### src/rtl/core/h264_rtp_depacketizer_assert.svh
// Assertion macros used by the depacketizer top level RTL.
`ifndef H264_RTP_DEPACKETIZER_ASSERT_SVH
`define H264_RTP_DEPACKETIZER_ASSERT_SVH

// Clocked check, muted while reset is high.
`define H264RTP_ASSERT(lbl, clk, rst, prop, msg) \
  lbl: assert property (@(posedge clk) disable iff (rst) prop) else $error(msg);

// Clocked check that also holds during reset.
`define H264RTP_ASSERT_ALWAYS(lbl, clk, prop, msg) \
  lbl: assert property (@(posedge clk) prop) else $error(msg);

`endif

### src/rtl/core/h264rtp_pkg.sv
// Types and constants shared by the H.264 RTP depacketizer.
`timescale 1ns / 1ps

package h264rtp_pkg;

  localparam logic [4:0] NAL_SLICE   = 5'd1;
  localparam logic [4:0] NAL_IDR     = 5'd5;
  localparam logic [4:0] NAL_SEI     = 5'd6;
  localparam logic [4:0] NAL_SPS     = 5'd7;
  localparam logic [4:0] NAL_PPS     = 5'd8;
  localparam logic [4:0] TYPE_STAP_A = 5'd24;
  localparam logic [4:0] TYPE_FU_A   = 5'd28;
  localparam logic [7:0] START_BIT   = 8'h80;
  localparam logic [7:0] SC_ZERO     = 8'h00;
  localparam logic [7:0] SC_ONE      = 8'h01;
  localparam logic [2:0] IDX_SC_ONE  = 3'd3;
  localparam logic [2:0] IDX_PAYLOAD = 3'd4;

  typedef enum logic [7:0] {
    MODE_AWAIT     = 8'b0000_0001,
    MODE_SINGLE    = 8'b0000_0010,
    MODE_DROP      = 8'b0000_0100,
    MODE_STAP_HI   = 8'b0000_1000,
    MODE_STAP_LO   = 8'b0001_0000,
    MODE_STAP_DATA = 8'b0010_0000,
    MODE_FU_HDR    = 8'b0100_0000,
    MODE_FU_DATA   = 8'b1000_0000
  } mode_t;

  // Output burst caused by one input item.
  typedef struct packed {
    logic       valid;     // item yields at least one output item
    logic       sc;        // burst opens with 00 00 00 01
    logic       has_byte;  // burst carries a payload byte
    logic [7:0] data;      // payload byte
  } burst_t;

endpackage

### src/rtl/core/h264rtp_parser.sv
// Payload parser: per-packet state and the burst each input item causes.
`timescale 1ns / 1ps

module h264rtp_parser (
  input  logic                clk,
  input  logic                rst,
  input  logic                accept,
  input  logic [7:0]          in_byte,
  input  logic                in_last,
  output h264rtp_pkg::burst_t burst
);

  h264rtp_pkg::mode_t mode, mode_next;
  logic [15:0] nal_left, nal_left_next;
  logic [7:0]  len_hi, len_hi_next;
  logic [1:0]  nri, nri_next;
  logic [15:0] len_full;
  logic [4:0]  nal_type;

  assign nal_type = in_byte[4:0];
  assign len_full = {len_hi, in_byte};

  always_comb begin
    mode_next      = mode;
    nal_left_next  = nal_left;
    len_hi_next    = len_hi;
    nri_next       = nri;
    burst          = '0;
    burst.data     = in_byte;
    case (mode)
      h264rtp_pkg::MODE_AWAIT: begin
        if (nal_type inside {h264rtp_pkg::NAL_SLICE, h264rtp_pkg::NAL_IDR,
                             h264rtp_pkg::NAL_SEI, h264rtp_pkg::NAL_SPS,
                             h264rtp_pkg::NAL_PPS}) begin
          burst.valid    = 1'b1;
          burst.sc       = 1'b1;
          burst.has_byte = 1'b1;
          mode_next      = h264rtp_pkg::MODE_SINGLE;
        end else if (nal_type == h264rtp_pkg::TYPE_STAP_A) begin
          mode_next = h264rtp_pkg::MODE_STAP_HI;
        end else if (nal_type == h264rtp_pkg::TYPE_FU_A) begin
          nri_next  = in_byte[6:5];
          mode_next = h264rtp_pkg::MODE_FU_HDR;
        end else begin
          mode_next = h264rtp_pkg::MODE_DROP;
        end
      end
      h264rtp_pkg::MODE_SINGLE, h264rtp_pkg::MODE_FU_DATA: begin
        burst.valid    = 1'b1;
        burst.has_byte = 1'b1;
      end
      h264rtp_pkg::MODE_DROP: begin
      end
      h264rtp_pkg::MODE_STAP_HI: begin
        len_hi_next = in_byte;
        mode_next   = h264rtp_pkg::MODE_STAP_LO;
      end
      h264rtp_pkg::MODE_STAP_LO: begin
        nal_left_next = len_full;
        burst.valid   = 1'b1;
        burst.sc      = 1'b1;
        mode_next     = (len_full == 16'd0) ? h264rtp_pkg::MODE_STAP_HI
                                            : h264rtp_pkg::MODE_STAP_DATA;
      end
      h264rtp_pkg::MODE_STAP_DATA: begin
        burst.valid    = 1'b1;
        burst.has_byte = 1'b1;
        if (nal_left != 16'd0) begin
          nal_left_next = nal_left - 16'd1;
        end
        if (nal_left_next == 16'd0) begin
          mode_next = h264rtp_pkg::MODE_STAP_HI;
        end
      end
      h264rtp_pkg::MODE_FU_HDR: begin
        // rebuilt header: forbidden bit clear, NRI from indicator
        if ((in_byte & h264rtp_pkg::START_BIT) != 8'h00) begin
          burst.valid    = 1'b1;
          burst.sc       = 1'b1;
          burst.has_byte = 1'b1;
          burst.data     = {1'b0, nri, nal_type};
        end
        mode_next = h264rtp_pkg::MODE_FU_DATA;
      end
      default: begin
        mode_next = h264rtp_pkg::MODE_AWAIT;
      end
    endcase
    if (in_last) begin
      mode_next     = h264rtp_pkg::MODE_AWAIT;
      nal_left_next = 16'd0;
    end
  end

  always_ff @(posedge clk) begin
    if (rst) begin
      mode     <= h264rtp_pkg::MODE_AWAIT;
      nal_left <= 16'd0;
      len_hi   <= 8'd0;
      nri      <= 2'd0;
    end else if (accept) begin
      mode     <= mode_next;
      nal_left <= nal_left_next;
      len_hi   <= len_hi_next;
      nri      <= nri_next;
    end
  end

endmodule

### src/rtl/core/h264_rtp_depacketizer.sv
// Top level of the H.264 RTP depacketizer: input handshake and burst emitter.
`timescale 1ns / 1ps
// Usage:
//   Slave channel s_*: one RTP payload byte per item, s_tlast on the final
//   byte of each payload. Master channel m_*: one Annex B byte per item,
//   m_tuser on the first start code byte of a NAL unit, m_tlast on the last
//   output item caused by an input item.
// Output: the first output item of an input item appears in the cycle after
//   it is accepted.
// Throughput: the parser decides each item combinationally and loads a
//   burst register; the emitter drains it at one item per cycle while
//   m_tready is high. An input item causes 0, 1, 4 or 5 output items: one
//   for a pass-through byte, 4 or 5 for a byte that opens a NAL (start code
//   burst). s_tready is high when the burst register is empty or its final
//   item is taken in the same cycle, so one-byte results flow back to back.
// Reset (rst, synchronous): parser returns to waiting for the first byte of
//   a payload, length count cleared, burst register emptied.
// Stall: while m_tready is low the current output item holds and s_tready
//   drops; no byte is lost and parser state moves only on an accepted item.
`include "h264_rtp_depacketizer_assert.svh"

module h264_rtp_depacketizer (
  input  logic       clk,
  input  logic       rst,
  input  logic       s_tvalid,
  output logic       s_tready,
  input  logic [7:0] s_tdata,   // [7:0] in_byte
  input  logic       s_tlast,   // pkt_last
  output logic       m_tvalid,
  input  logic       m_tready,
  output logic [7:0] m_tdata,   // [7:0] out_byte
  output logic       m_tuser,   // out_nal_begin
  output logic       m_tlast    // out_last
);

  h264rtp_pkg::burst_t burst_in;  // from parser
  h264rtp_pkg::burst_t burst;     // burst register
  logic [2:0] idx;                // position within burst
  logic       in_fire;
  logic       out_fire;
  logic       final_beat;

  assign in_fire  = s_tvalid && s_tready;
  assign out_fire = m_tvalid && m_tready;

  h264rtp_parser u_parser (
    .clk     (clk),
    .rst     (rst),
    .accept  (in_fire),
    .in_byte (s_tdata),
    .in_last (s_tlast),
    .burst   (burst_in)
  );

  // last beat: plain byte, 4th start code byte, or trailing payload byte
  always_comb begin
    if (!burst.sc) begin
      final_beat = 1'b1;
    end else if (burst.has_byte) begin
      final_beat = (idx == h264rtp_pkg::IDX_PAYLOAD);
    end else begin
      final_beat = (idx == h264rtp_pkg::IDX_SC_ONE);
    end
  end

  always_comb begin
    if (!burst.sc || idx == h264rtp_pkg::IDX_PAYLOAD) begin
      m_tdata = burst.data;
    end else if (idx == h264rtp_pkg::IDX_SC_ONE) begin
      m_tdata = h264rtp_pkg::SC_ONE;
    end else begin
      m_tdata = h264rtp_pkg::SC_ZERO;
    end
  end

  assign m_tvalid = burst.valid;
  assign m_tuser  = burst.sc && (idx == 3'd0);
  assign m_tlast  = final_beat;
  assign s_tready = !burst.valid || (m_tready && final_beat);

  // only the valid bit and index are reset; payload bits load with an item
  always_ff @(posedge clk) begin
    if (rst) begin
      burst.valid <= 1'b0;
      idx         <= 3'd0;
    end else if (in_fire && burst_in.valid) begin
      burst <= burst_in;
      idx   <= 3'd0;
    end else if (out_fire) begin
      if (final_beat) begin
        burst.valid <= 1'b0;
        idx         <= 3'd0;
      end else begin
        idx <= idx + 3'd1;
      end
    end
  end

  `H264RTP_ASSERT(a_begin_is_zero, clk, rst,
    m_tvalid && m_tuser |-> m_tdata == 8'h00, "NAL begin not on a zero byte")
  `H264RTP_ASSERT(a_begin_not_last, clk, rst,
    m_tvalid && m_tuser |-> !m_tlast, "start code burst ended on first byte")
  `H264RTP_ASSERT(a_ready_when_free, clk, rst,
    s_tready && m_tvalid |-> m_tready && m_tlast, "input taken while burst still pending")
  `H264RTP_ASSERT(a_burst_continues, clk, rst,
    out_fire && !m_tlast |=> m_tvalid && idx == $past(idx) + 3'd1,
    "burst dropped before its last item")
  `H264RTP_ASSERT_ALWAYS(a_idx_range, clk,
    rst || idx <= h264rtp_pkg::IDX_PAYLOAD, "burst index out of range")

endmodule

### config.mk
export PLATFORM = sky130hd
export DESIGN_NAME = h264_rtp_depacketizer
export DESIGN_NICKNAME = d
export VERILOG_FILES = /design/src/rtl/core/h264rtp_pkg.sv /design/src/rtl/core/h264rtp_parser.sv /design/src/rtl/core/h264_rtp_depacketizer.sv
export VERILOG_INCLUDE_DIRS = /design/src /design/src/rtl/core
export SDC_FILE = /design/constraint.sdc
export NUM_CORES = 1
export LEC_CHECK = 0
export BUFFER_PORTS_ARGS = -buffer_cell sky130_fd_sc_hd__buf_2
export CAP_MARGIN = 40
export CORE_AREA = 2 2 98 100
export CTS_CLUSTER_SIZE = 24
export DETAILED_ROUTE_END_ITERATION = 6
export DIE_AREA = 0 0 100 102
export GPL_TIMING_DRIVEN = 0
export PLACE_DENSITY = 0.57
export SLEW_MARGIN = 5
export SYNTH_ARGS = -nofsm -noshare
export SYNTH_HDL_FRONTEND = slang
export SYNTH_SLANG_ARGS = --single-unit
### constraint.sdc
create_clock -name clk -period 6.2 [get_ports clk]
set_input_delay 0 -clock clk [delete_from_list [all_inputs] [get_ports clk]]
set_output_delay 0 -clock clk [all_outputs]
set_load 0.05 [all_outputs]
# Word-level counts from Yosys, hierarchy flattened
# Cells that the tools add are included.
[totals]
romBits = 0
out_inout_bits = 12
mem_bits_rw = 0
latch_bits = 0
regBits = 48
n_memories = 0
wordCells = 85
[op_classes]
n_eq_ne = 19
bitwise = 3
reduce_logical = 27
div = 0
shifts = 0
n_mux = 25
addsub = 2
n_lt_le_gt_ge = 0
mul = 0
[op_table]
columns = ["operator", "n"]
rows = [
  ["two-way mux 16 bit", 3],
  ["case mux 8 bit (6 select lines)", 1],
  ["two-way mux 8 bit", 5],
  ["logical NOT 16 bit", 2],
  ["case mux 16 bit (2 select lines)", 1],
  ["nonzero test 16 bit", 1],
  ["subtractor 16 x 1 -> 16 bit, second input constant", 1],
  ["equality test 5 x 3 -> 1 bit, second input constant", 3],
  ["two-way mux 7 bit", 2],
  ["two-way mux 11 bit", 1],
  ["equality test 5 bit, second input constant", 2],
  ["case mux 1 bit (3 select lines)", 3],
  ["equality test 8 x 1 -> 1 bit, second input constant", 1],
  ["equality test 8 x 2 -> 1 bit, second input constant", 1],
  ["equality test 8 x 3 -> 1 bit, second input constant", 1],
  ["equality test 8 x 4 -> 1 bit, second input constant", 1],
  ["equality test 8 x 5 -> 1 bit, second input constant", 1],
  ["equality test 8 x 6 -> 1 bit, second input constant", 1],
  ["equality test 8 x 7 -> 1 bit, second input constant", 1],
  ["equality test 8 bit, second input constant", 1],
  ["AND reduction 2 bit", 4],
  ["two-way mux 1 bit", 6],
  ["two-way mux 3 bit", 2],
  ["two-way mux 6 bit", 1],
  ["20 further kinds", 30],
]

# Longest topological paths before layout
# Gate-level depths: netlist of run 1.
[depth]
word_depth = 9
ltp_mapped = 10

# Hierarchy
# From an unflattened synthesis of run 1, not the netlist that was laid out.
[unflattened]
cells_unflattened = 368
area_unflattened_um2 = 2971.6
[by_module_without_submodules]
columns = ["mod", "instances", "seq_area_each_um2", "cells_per_inst", "area_each_um2"]
rows = [
  ["h264rtp_parser", 1, 680.7, 310, 2272.2],
  ["h264_rtp_depacketizer", 1, 380.4, 58, 699.4],
]

# Worst setup path before layout of run 1
# No wires, ideal clock.
[synth_path]
kind = "register to register"
from = "reg u_parser.nal_left[0]"
to = "reg u_parser.mode[1]"
t_arrival_ps = 2347
setup_slack_ps = 3732
setup_ps = 121
path_stages_with_launch = 11
required_ps = 6079
cell_sequence = "dfxtp_1 inv_1 ha_1 buf_2 or3b_1 nor3_2 nand3_1 mux2i_1 and3_4 a41oi_4 mux2_4"
[synth_via]
elab_chain_len = 6
word_cells_on_any_way = 7
classes_between = "add/sub (1); eq/ne (1); mux (2); reduce/logical (3)"
[synth_lines]
columns = ["element", "line_no", "rtl"]
rows = [
  ["start: declaration", "h264rtp_parser.sv:14", "logic [15:0] nal_left, nal_left_next;"],
  ["start signal: assignment", "h264rtp_parser.sv:103", "nal_left <= nal_left_next;"],
  ["subtractor 16 x 1 -> 16 bit / nonzero test 16 bit (equally long branches)", "h264rtp_parser.sv:69, h264rtp_parser.sv:68", ""],
  ["two-way mux 16 bit *", "h264rtp_parser.sv:68", "if (nal_left != 16'd0) begin"],
  ["two-way mux 16 bit *", "h264rtp_parser.sv:30", "case (mode)"],
  ["logical NOT 16 bit *", "h264rtp_parser.sv:71", "if (nal_left_next == 16'd0) begin"],
  ["!= test 3 x 2 -> 1 bit (no source line) *", "--", ""],
  ["AND reduction 3 bit (no source line) *", "--", ""],
  ["end signal: assignment", "h264rtp_parser.sv:97", "mode <= h264rtp_pkg::MODE_AWAIT;"],
  ["end signal: assignment", "h264rtp_parser.sv:102", "mode <= mode_next;"],
  ["end: declaration", "h264rtp_parser.sv:13", "h264rtp_pkg::mode_t mode, mode_next;"],
]
# Mark *: on every way between the ends. The rest lies on a longest branch, timed or not. The select of a mux whose other input is x is not followed.
# A chain may end at the register's enable or synchronous reset.

# Worst setup path after layout of run 1
[layout_path]
from = "reg idx[0]"
to = "reg u_parser.nal_left[9]"
[layout_via]
elab_chain_len = 7
word_cells_on_any_way = 8
classes_between = "eq/ne (2); mux (2); reduce/logical (4)"
[layout_lines]
columns = ["element", "line_no", "rtl"]
rows = [
  ["start: declaration", "h264_rtp_depacketizer.sv:38", "logic [2:0] idx;"],
  ["start signal: assignment", "h264_rtp_depacketizer.sv:94", "idx <= idx + 3'd1;"],
  ["equality test 3 x 2 -> 1 bit / equality test 3 bit (equally long branches)", "h264_rtp_depacketizer.sv:62, h264_rtp_depacketizer.sv:60", ""],
  ["two-way mux 1 bit *", "h264_rtp_depacketizer.sv:59", "end else if (burst.has_byte) begin"],
  ["two-way mux 1 bit *", "h264_rtp_depacketizer.sv:57", "if (!burst.sc) begin"],
  ["logical AND 1 bit *", "h264_rtp_depacketizer.sv:79", "assign s_tready = !burst.valid || (m_tready && final_beat);"],
  ["logical OR 1 bit *", "h264_rtp_depacketizer.sv:79", ""],
  ["logical AND 1 bit *", "h264_rtp_depacketizer.sv:43", "assign in_fire = s_tvalid && s_tready;"],
  ["AND reduction 2 bit (no source line) *", "--", ""],
]
# Mark *: on every way between the ends. The rest lies on a longest branch, timed or not.

==> results.txt, run 1 <==
- For the worst-skew pair, the clock arrives at the later sink with an insertion delay of 0.31 ns.
- Final Cycle Share: between 40% and 50%
* Largest driver fanout on the critical path: 10
- Setup bufs post-CTS: 0
* Total power divided by cell area: ~210 nW/um^2
- The share of synthesized area in the top cell type comes to about a quarter.
- Summed over all nets, the half-perimeter wirelength after detailed placement is about 6200 um.
* Cts hold-fix bufs: 2
* Startpoint of the most critical hold path: s_tdata[3]
* Critical path required time: between 6 and 7 ns
- Largest area contributor in the netlist: sky130_fd_sc_hd__dfxtp_1
* Standard-cell row count: 35
- The finished cells cover roughly 3400 um^2.
- Synthesis handed over a netlist of 375 instances.
* Average routed wire per standard cell: between 15 and 20 um
- For flop-to-flop paths, the worst setup slack is about 3.2 ns.
- 25 I/O pins were placed.
- Number of cells upsized or downsized after cts: 0
* Cell at the root of the clock tree: sky130_fd_sc_hd__clkbuf_8
- Counting flops with an async set or reset pin after synthesis yields a share of 0%.
- The number of placed instances, taps included, is just over 500.
* Global-route usage over all layers: between 15 and 20%
- Largest net degree at the start of global routing: 17
* Actual slew at the worst max-slew pin: around 0.77 ns
- Vias: 2848
- Inserted Clock Buffers: 5
* Highest Clock Rate: ~0.34 GHz
- Utilization of the core after routing: between 30% and 40%
- Once layout is complete, the cells apart from fillers number 520.
- Leakage Power: between 1 and 1.5 nW
- The run finished with clean final reports.
- Measured along the x axis, the die boundary spans 100 um.
- The initial utilization of the core area, before any placement, comes to 33.2%.
* Via count of the first global-routing pass: between 2000 and 3000
* Antenna diode instance count: 0
* Commonest register cell after synthesis: sky130_fd_sc_hd__dfxtp_1
- Rel. slew slack: between 40 and 50%
- The routed design could run at a clock period as short as ~3 ns.
* Placer's final routability congestion estimate: 0.917
- DIE HEIGHT: between 100 and 150 um
- Unrepaired setup endpoints after global routing: no
- Layout-stage area growth over the synthesis result: 13.8%
- DRT antenna net count: 0
- Post-synthesis sequential area ratio: about a third
- Worst Reg-to-Reg Cells: 9
- Number of hold violations in the final report: 0
- The detailed router finished its first iteration with roughly 170 violations.
- STA puts the critical path data arrival time at around 3.2 ns.
- For this run, the number of Yosys warnings is 0.
- Leftover overflow at the end of global routing: 0
- Die ar.: 10200 um^2
- Cell types occupying the most area after synthesis: sky130_fd_sc_hd__dfxtp_1, sky130_fd_sc_hd__edfxtp_1, sky130_fd_sc_hd__nor2_1, sky130_fd_sc_hd__mux2i_1, sky130_fd_sc_hd__nand2_1
* Area of the core: a little over 9000 um^2
* Seq cells post-synth: 48
- Across all hold checks on the routed design, the worst slack comes to approximately 0.011 ns.
* Number of failing setup endpoints in the final timing report: 0
* Count of cell types in the netlist: 56
* Area of the mapped netlist: about 3000 um^2
- Share of cells above drive strength 1: 14.2%
- Clock-pin slew was measured on the worst setup and hold paths at 0.10 ns.
- Along the worst hold path, the cell count comes to 1.
- Buffer depth of the longest clock path: 2
- Final wirelength: ~8400 um
* Critical path capture point type: flip-flop
- Max rail drop VDD: 0.136 mV
- The initial antenna violation count came to 0.
* Setup total negative slack: 0 ns
- The critical path is of the reg2reg type.
* Worst reg2reg path endpoint: u_parser.nal_left[9]
- First-pass detailed-route iteration total: 4
* Total of max-cap violations: 0
- Between clock sinks in the finished design, the worst skew comes to between 0.01 and 0.015 ns.
* Sink count of the clock tree: 48
- Hold path endpoint: burst[3]
* Number of levels the H-tree was split into: 2
* Reg2Reg Launch Point: idx[0]
- TritonCTS built the clock tree.
* Kind of start point of the critical path: flip-flop
* Post-Syn Area per Cell: ~8 um^2
* Worst hold-check path type: in2reg
- The count of buffers added on input and output ports is 24.
* Number of flops mapped to enable cells by yosys: 10
- Using the TritonRoute via totals, the vias-per-cell ratio works out to 5.48.
- The first global-routing pass estimated ~14000 um of wire.
- Net total in the final layout: 426
- Total count of max-transition violations in the final report: 0
- The number of nets handed over by synthesis was between 300 and 400.
* Cell Area, Placed: approximately 3300 um^2
* DRC Markers: 0
## flip-flops by register name (all words and copies together) (netlist names)
| name | flops |
|---|---|
| idx | 3 |
| u_parser.nal_left | 16 |
| u_parser.nri | 2 |
| burst | 10 |
| u_parser.len_hi | 8 |
| m_tvalid | 1 |
| u_parser.mode | 8 |
## layout make-up
cell class,instances,area (um^2)
plain buffers,18,76.3
clock buffers,5,68.8
clock inverters,3,68.8
fillers,943,5670
inverters,12,45.0
multi-input cells,297,1840
flip-flops and latches,48,1060
well taps,111,139
repair buffers,26,140
## power by group
part	total, mW	switching (mW)	internal, mW
combinational	0.119	0.0747	0.0439
sequential	0.328	0.00554	0.323
clock	0.280	0.117	0.162
## worst max-delay path, stage by stage, from the launching register on
cell and delay (ns):
sky130_fd_sc_hd__dfxtp_1 0.35, sky130_fd_sc_hd__ha_1 0.20, sky130_fd_sc_hd__ha_1 0.19, sky130_fd_sc_hd__nor2b_1 0.13, sky130_fd_sc_hd__a311oi_1 0.49, sky130_fd_sc_hd__a21oi_1 0.24, sky130_fd_sc_hd__o21ai_1 0.47, sky130_fd_sc_hd__clkbuf_1 0.50
sky130_fd_sc_hd__o21ai_0 0.17, sky130_fd_sc_hd__a21oi_1 0.15
## layer usage
layer  up-vias  wire (um)  global-route usage [%]
met5         -          0                       0
met4         0        142                    4.74
met3        11        434                    2.05
met2        99       3900                    28.4
met1      1338       3910                    23.5
li1       1400          -                       -
## per-stage QoR
step | power, mW | worst slack [ns]
2_1_floorplan | 0.418 | 3.73
3_3_place_gp | 0.451 | 3.27
3_5_place_dp | 0.451 | 3.22
4_1_cts | 0.731 | 3.19
5_1_grt | 0.755 | 2.91
6_report | 0.727 | 3.24
## kinds of logic (layout without fill, tap and decap cells)
family	after synthesis	count (layout)	synth area share, %
fa+ha+maj	5	5	2.07
compound gates	76	76	15.7
flops	48	48	35.1
buf+inv	30	64	4.02
xor+xnor	7	7	2.03
simple gates	186	186	33.0
mux	23	23	8.12
## worst max-delay path by stage
stage,startpoint,end,slack (ns),cells after the start
5_1_grt,idx[0],u_parser.nal_left[9],2.91,9
3_5_place_dp,idx[0],u_parser.nal_left[9],3.22,9
3_3_place_gp,idx[0],u_parser.nal_left[9],3.27,9
2_1_floorplan,u_parser.nal_left[0],u_parser.mode[1],3.73,10
6_report,idx[0],u_parser.nal_left[9],3.24,9
4_1_cts,idx[0],u_parser.nal_left[9],3.19,9
## Yosys cell counts, types with 6 or more instances
master and count:
sky130_fd_sc_hd__inv_1 12, sky130_fd_sc_hd__nand4_1 6, sky130_fd_sc_hd__nand2b_1 12, sky130_fd_sc_hd__nor3_1 14, sky130_fd_sc_hd__clkbuf_1 12, sky130_fd_sc_hd__mux2i_1 17
sky130_fd_sc_hd__nand2_1 39, sky130_fd_sc_hd__a21oi_1 27, sky130_fd_sc_hd__nor2_1 55, sky130_fd_sc_hd__edfxtp_1 10, sky130_fd_sc_hd__nand3_1 9, sky130_fd_sc_hd__nor2b_1 11
sky130_fd_sc_hd__nor4_1 8, sky130_fd_sc_hd__o21ai_0 23, sky130_fd_sc_hd__o211ai_1 6, sky130_fd_sc_hd__dfxtp_1 38
## layout by cell type, fill, tap and decap left out, drive strengths merged, types with 6 or more instances in the layout
cell / n
edfxtp: 10
o211ai: 6
mux2i: 17
nor2: 57
clkbuf: 17
inv: 13
nand3: 10
nand2b: 12
nand4: 6
nand2: 39
nor2b: 12
mux2: 6
o21ai: 24
dfxtp: 38
nor4: 11
a21oi: 27
buf: 30
nor3: 16
No activity file was read; power rests on OpenSTA's default activity.
==> run 2: changes to the inputs <==
clock period = 2.75 ns   (was 6.2 ns; I/O delays follow)
==> run 2 against run 1 <==
Net effect:
- sequential cell count unchanged
- critical path type unchanged
- largest cell class unchanged
- first-iteration DRC count is 4.8% higher
- register-to-register slack lost 3.1 ns
==> results.txt, run 2 (synthesis gave the netlist of run 1 again) <==
- Run status: finished clean
- Using the TritonRoute via totals, the vias-per-cell ratio works out to ~5.5.
* Startpoint of the most critical hold path: s_tdata[1]
* Die Span X: ~100 um
- Summed over all layers, the routed wires come to about 8500 um.
- Die ar.: 10200 um^2
- Crit Path Category: reg2reg
- In this run the power spent charging and discharging nets is 455 uW.
- The worst register-to-register path ends at u_parser.mode[1].
- After detailed routing, the number of remaining DRC violations is 0.
* Initial antenna violation count: 0
- The total area inside the core boundary comes to between 9000 and 10000 um^2.
- Net switching is 27.3% of the power.
- Most common library cell in the layout ignoring fill and taps: sky130_fd_sc_hd__nor2_1
- The clock network accounts for between 30% and 40% of the total power.
* Storage cell area: around 1100 um^2
- Largest driver fanout on the critical path: 7
- The total count of hold-check failures in the final report was 0.
- Top cell family by delay on the critical path: simple AND/OR/NAND/NOR gates
- Critical path capture point type: flip-flop
- Counting instances, the worst hold path has a depth of 1.
- The slowest stage of the critical path belongs to the cell sky130_fd_sc_hd__dfxtp_4.
- Cell internal power was estimated by the tool at 1.21 mW.
- After routing the design area is between 3000 and 4000 um^2.
- Layout-stage area growth over the synthesis result: 16.4%
- Sink count of the clock tree: 48
* Global-route wire length before repair: ~14000 um
* Rel. slew slack: 50.3%
* Number of levels the H-tree was split into: 2
- I/O Buffers: 24
- Cell at the root of the clock tree: sky130_fd_sc_hd__clkbuf_8
- Share of power burned in registers: between 40% and 50%
- Arrival time at the worst endpoint: roughly 2.8 ns
- The critical path goes through inv_1 > ha_1 > nor4b_4 > nand4_1 > nand3_2 > nor2_2 > nor4b_4 > a41oi_4 > buf_12 > mux2_4.
- The tightest min-delay check is of the in2reg type.
- For this design the top-level I/O count stands at 25.
* Net total in the final layout: between 400 and 500
- Leakage Power: roughly 1.4 nW
- In the final layout, the share of cells above drive strength 1 is about 17%.
* Standard-cell row count: 35
- Inserted Clock Buffers: 5
* Final Cycle Share: 95.6%
- Leftover overflow at the end of global routing: 0
- Unrepaired setup endpoints after global routing: no
* Critical path's largest stage delay: approximately 0.38 ns
- The detailed router placed 2873 vias in this run.
- Total power divided by cell area: 474 nW/um^2
- Adding up every negative setup slack in the final design gives 0 ns.
- In this design, the critical path's most frequently occurring cell is sky130_fd_sc_hd__nor4b_4.
* Clock transition at the registers of the reported paths: approximately 0.10 ns
- Measured in cells, the most critical reg-to-reg path has a length of 10.
- Register containing the most flip-flops in the final layout: u_parser.nal_left
* Number of failing setup endpoints in the final timing report: 0
- Via count of the first global-routing pass: ~2700
- Summing internal, switching and leakage power gives 1.66 mW.
- Buffer depth of the longest clock path: 2
* Setup clock skew after layout: 0.0117 ns
- The congestion estimate from routability-driven global placement came to 0.917.
* Reg2Reg Launch Point: u_parser.nal_left[0]
- CTS tree: yes
- Before antenna repair, the detailed router went through 4 iterations.
- Average routed wire per standard cell: roughly 16 um
- DIE HEIGHT: ~100 um
* DRT antenna net count: 0
* Highest Clock Rate: 0.380 GHz
* Starting utilization of the core area: 33.2%
- The total count of max-transition violations in the final report came to 0.
- The setup check on the worst reg-to-reg path leaves a slack of around 0.12 ns.
- The HPWL after detailed placement is between 6000 and 7000 um.
- Combinational logic is responsible for 17.4% of the overall power.
- For hold timing, the worst endpoint is burst[1].
- Max-cap violations in this run came to 0.
- In the final layout, the multi-input gates occupy between 1500 and 2000 um^2.
* Commonest non-fill, non-tap cells in the layout: sky130_fd_sc_hd__nor2_1, sky130_fd_sc_hd__nand2_1, sky130_fd_sc_hd__dfxtp_1, sky130_fd_sc_hd__a21oi_1, sky130_fd_sc_hd__buf_2
- The number of antenna diodes in the final layout is 0.
* Cell Area, Placed: 3280 um^2
- Max rail drop VDD: around 0.31 mV
* Global-route usage over all layers: between 10% and 20%
- The routed design could run at a clock period as short as ~2.6 ns.
* CP Buf/Inv Count: 2
- For the worst setup path, the data required time is between 2 and 3 ns.
- Fill cell count: about 940
- At the later pin of the worst-skew pair, clock insertion delay measures between 0.3 and 0.4 ns.
- Actual slew at the worst max-slew pin: between 0.7 and 0.8 ns
- 1st-iter DRT viols: about 170
- STA classifies the critical path startpoint as a flip-flop.
* Max FFs per register: 16
* Largest net degree at the start of global routing: 17
- Biggest regs: u_parser.nal_left (16), burst (10)
## run 2: changes by cell type in the layout (fill, tap and decap cells not counted), sizes merged
cell	before	now
buf	30	34
## run 2: how the worst max path moves through the flow
stage | from | end | slack, ns | cells after the start
4_1_cts | u_parser.nal_left[0] | u_parser.mode[1] | 0.04 | 11
3_5_place_dp | idx[0] | u_parser.nal_left[9] | -0.23 | 9
3_3_place_gp | idx[0] | u_parser.nal_left[9] | -0.18 | 9
6_report | u_parser.nal_left[0] | u_parser.mode[1] | 0.12 | 10
2_1_floorplan | u_parser.nal_left[0] | u_parser.mode[1] | 0.28 | 10
5_1_grt | u_parser.nal_left[0] | u_parser.mode[1] | 0.01 | 10
## run 2: worst reg2reg max path: stages, from the launching register on
cell and delay (ns):
sky130_fd_sc_hd__dfxtp_4 0.38, sky130_fd_sc_hd__inv_1 0.11, sky130_fd_sc_hd__ha_1 0.16, sky130_fd_sc_hd__nor4b_4 0.36, sky130_fd_sc_hd__nand4_1 0.24, sky130_fd_sc_hd__nand3_2 0.21, sky130_fd_sc_hd__nor2_2 0.07, sky130_fd_sc_hd__nor4b_4 0.36
sky130_fd_sc_hd__a41oi_4 0.17, sky130_fd_sc_hd__buf_12 0.18, sky130_fd_sc_hd__mux2_4 0.29
## run 2: area by class of cell
cell class	instances	share of cell area, %
well taps	111	3.95
plain buffers	18	2.28
inverters	12	1.28
multi-input cells	297	53.0
flip-flops and latches	48	30.3
repair buffers	30	5.20
clock inverters	3	1.96
clock buffers	5	1.96
## run 2: repair_timing
item,4_1_cts,5_1_grt
gates resized for setup,2,10
pin swaps,1,0
endpoints found under the setup margin,12,16
hold buffers,2,0
endpoints found under the hold margin,2,0
buffers inserted,3,1
## run 2: per-stage QoR
stage                     instances  utilization (%)  hold slack (ns)  setup slack [ns]
after floorplan                 375                -           0.0989             0.282
after global placement          510             36.0            0.267            -0.176
after detailed placement        510             36.0            0.273            -0.233
after CTS                       523             38.2          0.00790            0.0369
after global routing            524             38.6           0.0137           0.00984
final                           524             38.6           0.0152             0.121
## run 2: power by group through the flow
stage	sequential (mW)	combinational, mW	clock [mW]
finish	0.740	0.290	0.635
global route	0.742	0.314	0.671
CTS	0.740	0.280	0.644
detailed placement	0.756	0.261	0
global placement	0.756	0.262	0
floorplan	0.755	0.188	0
## run 2: routing by layer
metal,vias up,routed length (um),GRT usage [%]
met5,-,0,0
met4,0,134,4.74
met3,10,363,2.05
met2,84,3930,28.5
met1,1375,4020,23.5
li1,1404,-,-
